$ cat src/rtl/dcwg_pkg.sv
`timescale 1ns / 1ps

package dcwg_pkg;

  // configuration register set is fixed at two channels
  localparam int unsigned CFG_CH  = 2;
  localparam int unsigned CFG_AW  = 5;
  localparam int unsigned DATA_W  = 32;
  localparam int unsigned WAVE_W  = 3;
  localparam int unsigned STEP_W  = 32;
  localparam int unsigned ATT_W   = 16;
  localparam int unsigned SMP_W   = 12;

  // multiplier: A = 4095*att, att for sine (unsigned); B signed wave term
  localparam int unsigned A_W     = 28;
  localparam int unsigned B_W     = 18;
  localparam int unsigned PROD_W  = A_W + 1 + B_W;

  // output queue
  localparam int unsigned OUT_DEPTH = 8;
  localparam int unsigned OUT_AW    = 3;
  localparam int unsigned OUT_CW    = 4;

  localparam logic [SMP_W-1:0]  MID_CODE    = 12'd2048;
  localparam logic [SMP_W-1:0]  MAX_CODE    = 12'd4095;
  localparam logic [WAVE_W-1:0] WAVE_RESET  = 3'd0;
  localparam logic [STEP_W-1:0] STEP_RESET  = 32'd21474836;
  localparam logic [ATT_W-1:0]  ATTEN_RESET = 16'd64880;

  typedef enum logic [2:0] {
    REG_WAVE_A  = 3'd0,
    REG_WAVE_B  = 3'd1,
    REG_STEP_A  = 3'd2,
    REG_STEP_B  = 3'd3,
    REG_ATTEN_A = 3'd4,
    REG_ATTEN_B = 3'd5
  } dcwg_reg_e;

  typedef enum logic [WAVE_W-1:0] {
    WAVE_SINE   = 3'd0,
    WAVE_RISE   = 3'd1,
    WAVE_FALL   = 3'd2,
    WAVE_TRI    = 3'd3,
    WAVE_SQUARE = 3'd4
  } dcwg_wave_e;

  typedef enum logic [1:0] {
    SHIFT_17 = 2'd0,
    SHIFT_20 = 2'd1,
    SHIFT_32 = 2'd2,
    SHIFT_33 = 2'd3
  } dcwg_shift_e;

  typedef struct packed {
    logic [CFG_CH-1:0][WAVE_W-1:0] wave_kind;
    logic [CFG_CH-1:0][STEP_W-1:0] phase_step;
    logic [CFG_CH-1:0][ATT_W-1:0]  attenuation;
  } dcwg_cfg_t;

  // sin(pi/2 * k / 2^qb) in Q1.15, odd polynomial in Q30; elaboration only
  function automatic logic [15:0] quarter_sine(input logic [63:0] k, input int unsigned qb);
    logic [63:0] x;
    logic [63:0] y;
    logic [63:0] s;
    logic [63:0] r;
    x = k << (30 - qb);
    y = (x * x) >> 30;
    s = 64'd3864;
    s = 64'd172272 - ((y * s) >> 30);
    s = 64'd5026995 - ((y * s) >> 30);
    s = 64'd85569306 - ((y * s) >> 30);
    s = 64'd693598668 - ((y * s) >> 30);
    s = 64'd1686629713 - ((y * s) >> 30);
    s = (x * s) >> 30;
    r = (s * 64'd32768 + (64'd1 << 29)) >> 30;
    if (r > 64'd32768) begin
      r = 64'd32768;
    end
    return r[15:0];
  endfunction

endpackage

$ cat src/rtl/dcwg_cfg_regs.sv
`timescale 1ns / 1ps

module dcwg_cfg_regs import dcwg_pkg::*; (
  input  logic              clk_i,
  input  logic              rst_ni,
  input  logic              psel,
  input  logic              penable,
  input  logic              pwrite,
  input  logic [CFG_AW-1:0] paddr,
  input  logic [DATA_W-1:0] pwdata,
  output logic [DATA_W-1:0] prdata,
  output logic              pready,
  output dcwg_cfg_t         cfg_o
);

  dcwg_cfg_t cfg_q;
  dcwg_reg_e reg_sel;
  logic      wr_en;

  assign reg_sel = dcwg_reg_e'(paddr[CFG_AW-1:2]);
  assign wr_en   = psel & penable & pwrite;
  assign pready  = 1'b1;
  assign cfg_o   = cfg_q;

  always_ff @(posedge clk_i or negedge rst_ni) begin
    if (!rst_ni) begin
      cfg_q.wave_kind   <= {CFG_CH{WAVE_RESET}};
      cfg_q.phase_step  <= {CFG_CH{STEP_RESET}};
      cfg_q.attenuation <= {CFG_CH{ATTEN_RESET}};
    end else if (wr_en) begin
      case (reg_sel)
        REG_WAVE_A:  cfg_q.wave_kind[0]   <= pwdata[WAVE_W-1:0];
        REG_WAVE_B:  cfg_q.wave_kind[1]   <= pwdata[WAVE_W-1:0];
        REG_STEP_A:  cfg_q.phase_step[0]  <= pwdata[STEP_W-1:0];
        REG_STEP_B:  cfg_q.phase_step[1]  <= pwdata[STEP_W-1:0];
        REG_ATTEN_A: cfg_q.attenuation[0] <= pwdata[ATT_W-1:0];
        REG_ATTEN_B: cfg_q.attenuation[1] <= pwdata[ATT_W-1:0];
        default: ;
      endcase
    end
  end

  always_comb begin
    prdata = '0;
    case (reg_sel)
      REG_WAVE_A:  prdata = DATA_W'(cfg_q.wave_kind[0]);
      REG_WAVE_B:  prdata = DATA_W'(cfg_q.wave_kind[1]);
      REG_STEP_A:  prdata = DATA_W'(cfg_q.phase_step[0]);
      REG_STEP_B:  prdata = DATA_W'(cfg_q.phase_step[1]);
      REG_ATTEN_A: prdata = DATA_W'(cfg_q.attenuation[0]);
      REG_ATTEN_B: prdata = DATA_W'(cfg_q.attenuation[1]);
      default:     prdata = '0;
    endcase
  end

endmodule

$ cat src/rtl/dcwg_phase_ram.sv
`timescale 1ns / 1ps

module dcwg_phase_ram #(
  parameter int unsigned DEPTH = 2,
  parameter int unsigned AW    = 1,
  parameter int unsigned W     = 32
) (
  input  logic          clk_i,
  input  logic          rst_ni,
  input  logic [AW-1:0] rd_addr_i,
  output logic [W-1:0]  rd_data_o,
  input  logic          wr_en_i,
  input  logic [AW-1:0] wr_addr_i,
  input  logic [W-1:0]  wr_data_i
);

  logic [W-1:0]     mem [DEPTH];
  logic [W-1:0]     rd_q;
  logic [DEPTH-1:0] vld_q;
  logic             rd_vld_q;

  // read-before-write: a same-edge write is not seen by the read
  always_ff @(posedge clk_i) begin
    if (wr_en_i) begin
      mem[wr_addr_i] <= wr_data_i;
    end
    rd_q <= mem[rd_addr_i];
  end

  // entries never written read as zero phase
  always_ff @(posedge clk_i or negedge rst_ni) begin
    if (!rst_ni) begin
      vld_q    <= '0;
      rd_vld_q <= 1'b0;
    end else begin
      if (wr_en_i) begin
        vld_q[wr_addr_i] <= 1'b1;
      end
      rd_vld_q <= vld_q[rd_addr_i];
    end
  end

  assign rd_data_o = rd_vld_q ? rd_q : '0;

endmodule

$ cat src/rtl/dcwg_sine_rom.sv
`timescale 1ns / 1ps

module dcwg_sine_rom import dcwg_pkg::*; #(
  parameter int unsigned QB = 8
) (
  input  logic          clk_i,
  input  logic [QB-1:0] addr_i,
  output logic [15:0]   data_o
);

  localparam int unsigned DEPTH = 1 << QB;

  logic [15:0] rom_tbl [DEPTH];
  logic [15:0] rd_q;

  for (genvar k = 0; k < DEPTH; k++) begin : g_tbl
    localparam logic [15:0] ENTRY = quarter_sine(64'(k), QB);
    assign rom_tbl[k] = ENTRY;
  end

  always_ff @(posedge clk_i) begin
    rd_q <= rom_tbl[addr_i];
  end

  assign data_o = rd_q;

endmodule

$ cat src/rtl/dual_channel_waveform_generator_top.sv
// Two-channel DDS waveform generator.
// Request channel: in_valid_i / in_stall_o with channel_i. Each item asks for
// the next sample of that channel; the channel's phase then advances by its
// step. Result channel: out_valid_o / out_stall_i with sample_o (12-bit DAC
// code) and sample_channel_o, one result per item, in request order.
// Config: APB-style port, registers at 4*i: wave type a/b, phase step a/b,
// attenuation a/b. Write only while no items are in flight.
// Throughput: one item per clock while in_stall_o is low. The phase RAM is read
// at accept and written back in the following cycle; a same-channel request in
// the next cycle takes the written-back phase from a forwarding register.
// Pipeline: phase read at accept, ROM read, multiply, scale/saturate into an
// 8-entry output queue; out_valid_o rises once the result is queued, and the
// result can be taken from then on.
// Stall: results wait in the queue; in_stall_o rises once 8 items are
// outstanding (in the pipe or queued), so no item is ever dropped.
// Reset: all phases read as zero, registers return to their defaults, the
// queue empties. No clearing pass is needed.
`timescale 1ns / 1ps

module dual_channel_waveform_generator_top import dcwg_pkg::*; #(
  parameter int unsigned SINE_TABLE_BITS = 10,
  parameter int unsigned NUM_CHANNELS    = 2,
  parameter int unsigned PHASE_BITS      = 32
) (
  input  logic              clk_i,
  input  logic              rst_ni,
  input  logic              in_valid_i,
  output logic              in_stall_o,
  input  logic              channel_i,
  output logic              out_valid_o,
  input  logic              out_stall_i,
  output logic [SMP_W-1:0]  sample_o,
  output logic              sample_channel_o,
  input  logic              psel,
  input  logic              penable,
  input  logic              pwrite,
  input  logic [CFG_AW-1:0] paddr,
  input  logic [DATA_W-1:0] pwdata,
  output logic [DATA_W-1:0] prdata,
  output logic              pready
);

  localparam int unsigned QB    = SINE_TABLE_BITS - 2;
  localparam int unsigned CH_AW = (NUM_CHANNELS > 1) ? $clog2(NUM_CHANNELS) : 1;

  dcwg_cfg_t cfg;

  logic in_accept;
  logic out_take;

  // stage 1: phase available
  logic                  s1_valid_q;
  logic                  s1_ch_q;
  logic [PHASE_BITS-1:0] ram_rd_data;
  logic                  fwd_valid_q;
  logic [CH_AW-1:0]      fwd_addr_q;
  logic [PHASE_BITS-1:0] fwd_phase_q;

  logic                  ch_ok;
  logic [CH_AW-1:0]      ch_addr;
  logic [PHASE_BITS-1:0] phase;
  logic [15:0]           p16;
  logic [1:0]            quad;
  logic [QB-1:0]         rem;
  logic [QB-1:0]         rom_addr;
  logic                  rom_full;
  logic                  rom_neg;
  dcwg_wave_e            wave;
  logic [ATT_W-1:0]      att;
  logic [A_W-1:0]        m_scale;
  logic [17:0]           ramp2;
  logic [17:0]           tri_t;
  logic [A_W-1:0]        a_d;
  logic signed [B_W-1:0] b_d;
  logic                  sine_d;
  dcwg_shift_e           sh_d;
  logic                  known;
  logic                  wr_en;
  logic [PHASE_BITS-1:0] wr_phase;

  // stage 2: ROM data, multiply
  logic                  s2_valid_q;
  logic                  s2_ch_q;
  logic                  s2_sine_q;
  logic                  s2_neg_q;
  logic                  s2_full_q;
  dcwg_shift_e           s2_sh_q;
  logic [A_W-1:0]        s2_a_q;
  logic signed [B_W-1:0] s2_b_q;
  logic [15:0]           rom_data;
  logic [15:0]           sine_mag;
  logic signed [B_W-1:0] sine_b;
  logic signed [B_W-1:0] mul_b;
  logic signed [PROD_W-1:0] prod_d;

  // stage 3: scale and saturate
  logic                     s3_valid_q;
  logic                     s3_ch_q;
  dcwg_shift_e              s3_sh_q;
  logic signed [PROD_W-1:0] s3_prod_q;
  logic signed [PROD_W-1:0] shifted;
  logic signed [PROD_W-1:0] level;
  logic [SMP_W-1:0]         sample_d;

  // output queue
  logic [SMP_W-1:0]  fifo_smp_q [OUT_DEPTH];
  logic              fifo_ch_q  [OUT_DEPTH];
  logic [OUT_AW-1:0] wr_ptr_q;
  logic [OUT_AW-1:0] rd_ptr_q;
  logic [OUT_CW-1:0] fifo_cnt_q;
  logic [OUT_CW-1:0] fifo_cnt_d;
  logic [OUT_CW-1:0] outstanding_q;
  logic [OUT_CW-1:0] outstanding_d;

  dcwg_cfg_regs u_cfg (
    .clk_i   (clk_i),
    .rst_ni  (rst_ni),
    .psel    (psel),
    .penable (penable),
    .pwrite  (pwrite),
    .paddr   (paddr),
    .pwdata  (pwdata),
    .prdata  (prdata),
    .pready  (pready),
    .cfg_o   (cfg)
  );

  assign in_stall_o  = (outstanding_q == OUT_CW'(OUT_DEPTH));
  assign in_accept   = in_valid_i & ~in_stall_o;
  assign out_valid_o = (fifo_cnt_q != '0);
  assign out_take    = out_valid_o & ~out_stall_i;

  dcwg_phase_ram #(
    .DEPTH (NUM_CHANNELS),
    .AW    (CH_AW),
    .W     (PHASE_BITS)
  ) u_phase_ram (
    .clk_i     (clk_i),
    .rst_ni    (rst_ni),
    .rd_addr_i (CH_AW'(channel_i)),
    .rd_data_o (ram_rd_data),
    .wr_en_i   (wr_en),
    .wr_addr_i (ch_addr),
    .wr_data_i (wr_phase)
  );

  // ---------------- stage 1 ----------------
  assign ch_ok   = (32'(s1_ch_q) < NUM_CHANNELS);
  assign ch_addr = CH_AW'(s1_ch_q);
  assign phase   = (fwd_valid_q && fwd_addr_q == ch_addr) ? fwd_phase_q : ram_rd_data;
  assign p16     = phase[PHASE_BITS-1 -: 16];
  assign quad    = phase[PHASE_BITS-1 -: 2];
  assign rem     = phase[PHASE_BITS-3 -: QB];

  // negated cosine from the quarter table: even quadrants mirror the index
  assign rom_addr = quad[0] ? rem : (~rem + 1'b1);
  assign rom_full = ~quad[0] && (rem == '0);
  assign rom_neg  = quad[1] ^ quad[0];

  assign wave    = dcwg_wave_e'(cfg.wave_kind[s1_ch_q]);
  assign att     = cfg.attenuation[s1_ch_q];
  assign m_scale = {att, 12'b0} - A_W'(att);
  assign ramp2   = {1'b0, p16, 1'b0};
  assign tri_t   = p16[15] ? (18'd131072 - ramp2) : ramp2;

  always_comb begin
    a_d    = '0;
    b_d    = '0;
    sine_d = 1'b0;
    sh_d   = SHIFT_17;
    known  = 1'b1;
    case (wave)
      WAVE_SINE: begin
        a_d    = A_W'(att);
        sine_d = 1'b1;
        sh_d   = SHIFT_20;
      end
      WAVE_RISE: begin
        a_d  = m_scale;
        b_d  = $signed(ramp2) - 18'sd65536;
        sh_d = SHIFT_33;
      end
      WAVE_FALL: begin
        a_d  = m_scale;
        b_d  = 18'sd65536 - $signed(ramp2);
        sh_d = SHIFT_33;
      end
      WAVE_TRI: begin
        a_d  = m_scale;
        b_d  = $signed(tri_t) - 18'sd32768;
        sh_d = SHIFT_32;
      end
      WAVE_SQUARE: begin
        a_d  = m_scale;
        b_d  = phase[PHASE_BITS-1] ? -18'sd1 : 18'sd1;
        sh_d = SHIFT_17;
      end
      default: begin
        known = 1'b0;
      end
    endcase
    // zero product leaves the sample at mid-scale
    if (!ch_ok || !known) begin
      a_d    = '0;
      b_d    = '0;
      sine_d = 1'b0;
    end
  end

  assign wr_en    = s1_valid_q & ch_ok & known;
  assign wr_phase = phase + PHASE_BITS'(cfg.phase_step[s1_ch_q]);

  dcwg_sine_rom #(
    .QB (QB)
  ) u_sine_rom (
    .clk_i  (clk_i),
    .addr_i (rom_addr),
    .data_o (rom_data)
  );

  // ---------------- stage 2 ----------------
  assign sine_mag = s2_full_q ? 16'h8000 : rom_data;
  assign sine_b   = s2_neg_q ? $signed({2'b0, sine_mag}) : -$signed({2'b0, sine_mag});
  assign mul_b    = s2_sine_q ? sine_b : s2_b_q;
  assign prod_d   = $signed({1'b0, s2_a_q}) * mul_b;

  // ---------------- stage 3 ----------------
  always_comb begin
    case (s3_sh_q)
      SHIFT_17: shifted = s3_prod_q >>> 17;
      SHIFT_20: shifted = s3_prod_q >>> 20;
      SHIFT_32: shifted = s3_prod_q >>> 32;
      SHIFT_33: shifted = s3_prod_q >>> 33;
      default:  shifted = s3_prod_q >>> 17;
    endcase
  end

  assign level = shifted + $signed({{(PROD_W-SMP_W){1'b0}}, MID_CODE});

  always_comb begin
    if (level[PROD_W-1]) begin
      sample_d = '0;
    end else if (level > $signed({{(PROD_W-SMP_W){1'b0}}, MAX_CODE})) begin
      sample_d = MAX_CODE;
    end else begin
      sample_d = level[SMP_W-1:0];
    end
  end

  // ---------------- queue bookkeeping ----------------
  always_comb begin
    outstanding_d = outstanding_q;
    if (in_accept && !out_take) begin
      outstanding_d = outstanding_q + 1'b1;
    end else if (!in_accept && out_take) begin
      outstanding_d = outstanding_q - 1'b1;
    end
    fifo_cnt_d = fifo_cnt_q;
    if (s3_valid_q && !out_take) begin
      fifo_cnt_d = fifo_cnt_q + 1'b1;
    end else if (!s3_valid_q && out_take) begin
      fifo_cnt_d = fifo_cnt_q - 1'b1;
    end
  end

  assign sample_o         = fifo_smp_q[rd_ptr_q];
  assign sample_channel_o = fifo_ch_q[rd_ptr_q];

  always_ff @(posedge clk_i or negedge rst_ni) begin
    if (!rst_ni) begin
      s1_valid_q    <= 1'b0;
      s2_valid_q    <= 1'b0;
      s3_valid_q    <= 1'b0;
      fwd_valid_q   <= 1'b0;
      wr_ptr_q      <= '0;
      rd_ptr_q      <= '0;
      fifo_cnt_q    <= '0;
      outstanding_q <= '0;
    end else begin
      s1_valid_q    <= in_accept;
      s2_valid_q    <= s1_valid_q;
      s3_valid_q    <= s2_valid_q;
      fwd_valid_q   <= wr_en;
      fifo_cnt_q    <= fifo_cnt_d;
      outstanding_q <= outstanding_d;
      if (s3_valid_q) begin
        wr_ptr_q <= wr_ptr_q + 1'b1;
      end
      if (out_take) begin
        rd_ptr_q <= rd_ptr_q + 1'b1;
      end
    end
  end

  always_ff @(posedge clk_i) begin
    s1_ch_q     <= channel_i;
    fwd_addr_q  <= ch_addr;
    fwd_phase_q <= wr_phase;
    s2_ch_q     <= s1_ch_q;
    s2_sine_q   <= sine_d;
    s2_neg_q    <= rom_neg;
    s2_full_q   <= rom_full;
    s2_sh_q     <= sh_d;
    s2_a_q      <= a_d;
    s2_b_q      <= b_d;
    s3_ch_q     <= s2_ch_q;
    s3_sh_q     <= s2_sh_q;
    s3_prod_q   <= prod_d;
    if (s3_valid_q) begin
      fifo_smp_q[wr_ptr_q] <= sample_d;
      fifo_ch_q[wr_ptr_q]  <= s3_ch_q;
    end
  end

  // ---------------- assertions ----------------
  a_outstanding_bound: assert property (@(posedge clk_i) disable iff (!rst_ni)
    outstanding_q <= OUT_CW'(OUT_DEPTH))
    else $error("outstanding item count above queue depth");

  a_queue_within_credit: assert property (@(posedge clk_i) disable iff (!rst_ni)
    fifo_cnt_q <= outstanding_q)
    else $error("queued results exceed outstanding items");

  a_no_push_when_full: assert property (@(posedge clk_i) disable iff (!rst_ni)
    s3_valid_q |-> (fifo_cnt_q < OUT_CW'(OUT_DEPTH)))
    else $error("result pushed into a full output queue");

  a_writeback_follows_accept: assert property (@(posedge clk_i) disable iff (!rst_ni)
    wr_en |-> $past(in_accept))
    else $error("phase write-back without a request in the previous cycle");

endmodule
$ cat config.mk
export PLATFORM = sky130hd
export DESIGN_NAME = dual_channel_waveform_generator_top
export DESIGN_NICKNAME = d
export VERILOG_FILES = /design/src/rtl/dcwg_pkg.sv /design/src/rtl/dcwg_cfg_regs.sv /design/src/rtl/dcwg_phase_ram.sv /design/src/rtl/dcwg_sine_rom.sv /design/src/rtl/dual_channel_waveform_generator_top.sv
export SDC_FILE = /design/constraint.sdc
export NUM_CORES = 2
export LEC_CHECK = 0
export BUFFER_PORTS_ARGS = -buffer_cell sky130_fd_sc_hd__buf_2
export CORE_AREA = 5 5 311 313
export DETAILED_ROUTE_END_ITERATION = 6
export DIE_AREA = 0 0 316 318
export HOLD_SLACK_MARGIN = 0.1
export PLACE_DENSITY = 0.61
export SETUP_SLACK_MARGIN = 0.3
export SLEW_MARGIN = 40
export SYNTH_ARGS = -nofsm -noshare
export SYNTH_HDL_FRONTEND = slang
export SYNTH_SLANG_ARGS = --single-unit
$ cat constraint.sdc
create_clock -name clk_i -period 11.9 [get_ports clk_i]
set_input_delay 0 -clock clk_i [delete_from_list [all_inputs] [get_ports clk_i]]
set_output_delay 0 -clock clk_i [all_outputs]
set_load 0.01 [all_outputs]
Word level (Yosys, flattened, before mapping)
Memories as Yosys holds them, arrays and structs flattened. A register that Yosys moved wholly into a read port is not among the register bits.
Index checks and enable logic that the tools add are counted.

storage, ports and cells
  flip-flop bits (word level) = 258
  bits in writable memories = 168
  bits in read-only memories = 4,096
  input port bits = 45
  output and inout port bits = 48
  logic and storage cells = 139
  memories = 4

cells by class
  add/subtract/negate cells = 15
  multipliers = 1
  $lt $le $gt $ge = 4
  equal/unequal tests = 14
  mux-type cells = 35
  bitwise gates (word level) = 12
  reduce and logical (&&, ||, !) cells = 26

memory list
  memory            depth  width  read ports  clocked after Yosys merged registers in  write ports  RTL line                                    text
  (name not given)  256    16     1           1                                        0            dcwg_sine_rom.sv:22                         rd_q <= rom_tbl[addr_i];
  fifo_smp_q        8      12     1           0                                        1            dual_channel_waveform_generator_top.sv:106  logic [SMP_W-1:0] fifo_smp_q [OUT_DEPTH];
  u_phase_ram.mem   2      32     1           1                                        1            dcwg_phase_ram.sv:17                        logic [W-1:0] mem [DEPTH];
  fifo_ch_q         8      1      1           0                                        1            dual_channel_waveform_generator_top.sv:107  logic fifo_ch_q [OUT_DEPTH];

operators by type and width
  kind                    count
  $pmux 32 s6             1
  $pmux 47 s4             1
  $mux 32                 4
  $mux 18                 4
  $pmux 18 s4             1
  $pmux 28 s2             1
  $mux 16                 3
  $add 47x13->47 const B  1
  $gt 47x13->1 const B    1
  $mul 29x18->47          1
  $add 32x32->32          1
  $sub 28x16->28          1
  $mux 12                 2
  $neg 16->18             1
  $sub 17x17->18 const A  1
  $sub 17x17->18 const B  1
  $sub 18x17->18 const A  1
  $sub 18x17->18 const B  1
  $mux 4                  4
  $eq 3x2->1 const B      4
  $reduce_and 2->1        6
  $eq 3x3->1 const B      3
  $mux 1                  9
  $not 8->9               1
  other kinds (30)        53

Depth between registers and ports, before layout
  depth after elaboration = 8
  depth in mapped cells = 35
  gate-level depth less buffers = 33

Hierarchy
A second synthesis with hierarchy kept.

second synthesis, totals
  cells, all modules = 4,354
  area, all modules = 42,136.7 µm²

modules (own cells, without submodules)
  module                               times used  cells each  area each (µm²)  seq. area each (µm²)
  dual_channel_waveform_generator_top  1           3,178       29,697.2         5,935.7
  dcwg_cfg_regs                        1           325         4,690.7          2,607.5
  dcwg_sine_rom                        1           676         4,319.1          300.3
  dcwg_phase_ram                       1           175         3,429.5          2,637.5

Worst setup path before layout
Ideal clock, no wire load.

  path kind = register to register
  start point = register s2_full_q
  end point = register s3_prod_q[43]
  library setup time = 0.065 ns
  arrival time = 8.199 ns
  required time = 11.835 ns
  slack = 3.636 ns
  stages on the path, launching flop included = 34
  buffers on the path = 3
  clock period less this slack = 8.264 ns
  cells stage by stage = dfxtp_1 clkbuf_1 inv_1 clkbuf_1 nand2_1 ha_1 o21ai_0 nor2_1 o21a_1 or2_2 a21o_1 o211ai_1 o21a_1 clkbuf_1 nand2_1 fa_1 inv_1 fa_1 fa_1 fa_1 fa_1 inv_1 fa_1 inv_1 ha_1 a21o_1 a31o_2 a221o_1 a22o_1 a21o_1 o211ai_1 a311oi_1 or4b_1 nand4b_1

between the ends
  cells in the longest elaborated chain, start to end = 5

ends and longest elaborated chain
  what                    RTL line                                    text
  start, declared         dual_channel_waveform_generator_top.sv:86   logic s2_full_q;
  start signal, assigned  dual_channel_waveform_generator_top.sv:302  s2_full_q <= rom_full;
  $mux 16 *               dual_channel_waveform_generator_top.sv:222  assign sine_mag = s2_full_q ? 16'h8000 : rom_data;
  $neg 16->18             dual_channel_waveform_generator_top.sv:223  assign sine_b = s2_neg_q ? $signed({2'b0, sine_mag}) : -$signed({2'b0, sine_mag});
  $mux 18 *               dual_channel_waveform_generator_top.sv:223
  $mux 18 *               dual_channel_waveform_generator_top.sv:224  assign mul_b = s2_sine_q ? sine_b : s2_b_q;
  $mul 29x18->47 *        dual_channel_waveform_generator_top.sv:225  assign prod_d = $signed({1'b0, s2_a_q}) * mul_b;
  named net prod_d[43]    dual_channel_waveform_generator_top.sv:94   logic signed [PROD_W-1:0] prod_d;
  end signal, assigned    dual_channel_waveform_generator_top.sv:308  s3_prod_q <= prod_d;
  end, declared           dual_channel_waveform_generator_top.sv:100  logic signed [PROD_W-1:0] s3_prod_q;

The timed path passes the listed nets; every way through them passes the cells marked *.
A chain may end at the register's enable or synchronous reset.

Worst setup path in the final report
  start point = register s2_full_q
  end point = register s3_prod_q[42]

Same word-level chain as after synthesis.

==> results.sh <==
export IMPL_outcome="finished clean"
export IMPL_fmax_mhz=107
export IMPL_timing_critical_path_from="s2_full_q$_DFF_P_"
export IMPL_antenna_found_initial=2
export IMPL_area_growth_pct=8.99
export IMPL_drtIter0Drc=2385
export IMPL_slew_violations=0
export IMPL_initial_core_util=0.444
export IMPL_syn_nets=5002
export IMPL_worst_slack_ns=2.57
export IMPL_grt_pass1_vias=32534
export IMPL_via_per_inst=5.65
export IMPL_hold_class="input port to flop"
export IMPL_avgRoutedWirePerCell_um=19.9
export IMPL_place_detailed_hpwl_um=80500
export IMPL_clk_path_buf_depth=3
export IMPL_finalCritPeriodShare=0.784
export IMPL_cts_tree="built"
export IMPL_yosysSeqAreaShare=0.275
export IMPL_antenna_cells=0
export IMPL_crit_path_end_kind="flop"
export IMPL_rsz0062_at_grt="no"
export IMPL_ant_nets=0
export IMPL_grt_use_total=0.221
export IMPL_wl_um=112000
export IMPL_worst_ep_required_time_ns=12.41
export IMPL_numCtsBuffers=49
export IMPL_io_pins=93
export IMPL_avgSynthCellArea_um2=9.65
export IMPL_hold_viol_final=0
export IMPL_setup_violations=0
export IMPL_cts_setup_buffers=0
export IMPL_die_area_um2=100000
export IMPL_cpMaxStageDelayCell="dfxtp_1"
export IMPL_hold_ws_ns=0.155
export IMPL_die_w_um=316
export IMPL_min_period_ns=9.33
export IMPL_setup_tns_ns=0
export IMPL_layout_cells_most_common_list="inv_1, nand2_1, fa_1"
export IMPL_synth_cells=4319
export IMPL_max_slew_margin=0.380
export IMPL_num_vias=31746
export IMPL_path_class="flop to flop"
export IMPL_synth_cell_type_count=113
export IMPL_maxCapViolCount=0
export IMPL_post_place_ws_ns=2.64
export IMPL_layout_drive_gt1_share=0.146
export IMPL_grt_pass1_wl_um=181000
export IMPL_crit_fanout=18
export IMPL_hold_start="penable"
export IMPL_yosysWarnings=0
export IMPL_clock_skew_ns=0.0347
export IMPL_gp_congestion=0.958
export IMPL_cts_htree_levels=2
export IMPL_cts_root_buf="clkbuf_16"
export IMPL_worstMarginPinSlew_ns=0.929
export IMPL_final_net_count=4997
export IMPL_clock_latency_ns=0.63
export IMPL_synthesis_area_um2=41700
export IMPL_clk_pin_slew_ns=0.06
export IMPL_grt_max_degree=73
export IMPL_chipHeight_um=318
export IMPL_route_detailed_drc=0
export IMPL_fin_util=0.483
export IMPL_start_kind="flop"
export IMPL_drt_pass1_iterations=6
export IMPL_r2r_start="s2_full_q$_DFF_P_"
export IMPL_async_reset_ff_frac=0.270
export IMPL_synth_edff_count=168
export IMPL_max_stage_delay_ns=0.74
export IMPL_layout_commonest_cell="inv_1"
export IMPL_grt_overflow_total=0
export IMPL_rows=113
export IMPL_port_buffers=89
export IMPL_core_um2=94000
export IMPL_clock_sinks=456
export IMPL_synthFlopType="edfxtp_1"
export IMPL_synth_seq_cells=456
export IMPL_arrival_ns=9.84
## path summary, 6_finish.rpt
path | to | slack (ns) | cells after the start
setup / recovery | s3_prod_q[42]$_DFF_P_ | 2.57 | 32
hold / removal | u_cfg.cfg_o[97]$_DFFE_PN0P_ | 0.15 | 4
setup reg to reg | s3_prod_q[42]$_DFF_P_ | 2.57 | 32
hold reg to reg | s3_sh_q[1]$_DFF_P_ | 0.33 | 0
max in group asynchronous | rd_ptr_q[0]$_DFFE_PN0P_ | 10.50 | 4
min in group asynchronous | u_cfg.cfg_o[48]$_DFFE_PN1P_ | 0.66 | 3
## worst max-delay path: cells and delay by family, from the launching register on
family          cells  cell delay (ns)
flops               1             0.74
simple gates        5             0.85
buf+inv             7             1.05
fa+ha+maj           8             3.55
xor+xnor            1             0.15
compound gates     11             2.86
## routing by layer
layer  global-route usage  wire length (um)  vias to the layer above
met2                0.360             52300                     1138
met1                0.307             48600                    15789
met5                    0                27                        -
met3               0.0399              7860                      232
met4               0.0574              2920                        4
li1                     -                 -                    14583
## cell usage after synthesis, types with 18 or more instances
| master | count | area [um^2] |
|---|---|---|
| o211ai_1 | 48 | 360 |
| o221ai_1 | 20 | 175 |
| buf_1 | 30 | 113 |
| mux2i_1 | 72 | 721 |
| or2_2 | 18 | 113 |
| a311oi_1 | 18 | 158 |
| edfxtp_1 | 168 | 5040 |
| nand3_1 | 83 | 415 |
| xnor2_1 | 80 | 701 |
| mux4_2 | 42 | 946 |
| mux2_2 | 197 | 2220 |
| ha_1 | 220 | 2750 |
| inv_1 | 582 | 2180 |
| nor2_1 | 206 | 773 |
| nand2_1 | 534 | 2000 |
| fa_1 | 418 | 8370 |
| and3_1 | 18 | 113 |
| a31oi_1 | 30 | 188 |
| a21o_1 | 41 | 308 |
| xor2_1 | 27 | 236 |
| and2_1 | 139 | 870 |
| buf_2 | 58 | 290 |
| o21a_1 | 34 | 255 |
| dfxtp_1 | 165 | 3300 |
| o22ai_1 | 32 | 200 |
| nor3_1 | 74 | 370 |
| nor2b_1 | 21 | 131 |
| a211oi_1 | 24 | 180 |
| dfstp_2 | 44 | 1160 |
| dfrtp_1 | 79 | 1980 |
| clkbuf_1 | 146 | 548 |
| o21ai_0 | 125 | 626 |
| a21oi_1 | 179 | 896 |
## state kept, by name, summed over array words and instances (netlist names), 3 cells and up
name / cells
fifo_cnt_q: 4
u_sine_rom.data_o: 15
fifo_ch_q: 8
outstanding_q: 4
s3_prod_q: 30
fifo_smp_q: 96
fwd_phase_q: 32
u_cfg.cfg_o: 102
u_phase_ram.mem: 64
u_phase_ram.rd_q: 32
wr_ptr_q: 3
s2_a_q: 28
rd_ptr_q: 3
s2_b_q: 18
## cells by family (layout without fill, tap and decap cells)
family / Yosys count / count (layout) / synth area share
xor+xnor: 111 / 111 / 0.0246
fa+ha+maj: 638 / 638 / 0.267
compound gates: 747 / 747 / 0.122
flops: 456 / 456 / 0.275
simple gates: 1206 / 1206 / 0.136
other cells: 1 / 1 / 0.0000899
buf+inv: 848 / 884 / 0.0812
mux: 312 / 312 / 0.0935
## through the flow
stage	std cells	area, um^2
after floorplan	4319	41700
after global placement	5481	43200
after detailed placement	5486	43400
after CTS	5620	45400
after global routing	5620	45400
final	5620	45400
## repair_timing
action | CTS | global route
hold buffers | 42 | 0
hold endpoints to repair | 254 | 0
resized for setup | 0 | 0
## area by class of cell
| type | instances | area, um^2 |
|---|---|---|
| clock buffer | 65 | 1330 |
| multi-input combinational | 3015 | 27100 |
| timing repair buffer | 202 | 1460 |
| fill | 8824 | 48600 |
| sequential | 456 | 11500 |
| inverter | 590 | 2220 |
| clock inverter | 27 | 283 |
| tap | 1265 | 1580 |
Power is not shown: default switching activity piles up to over one toggle a cycle in this logic, so the estimate is an artifact.
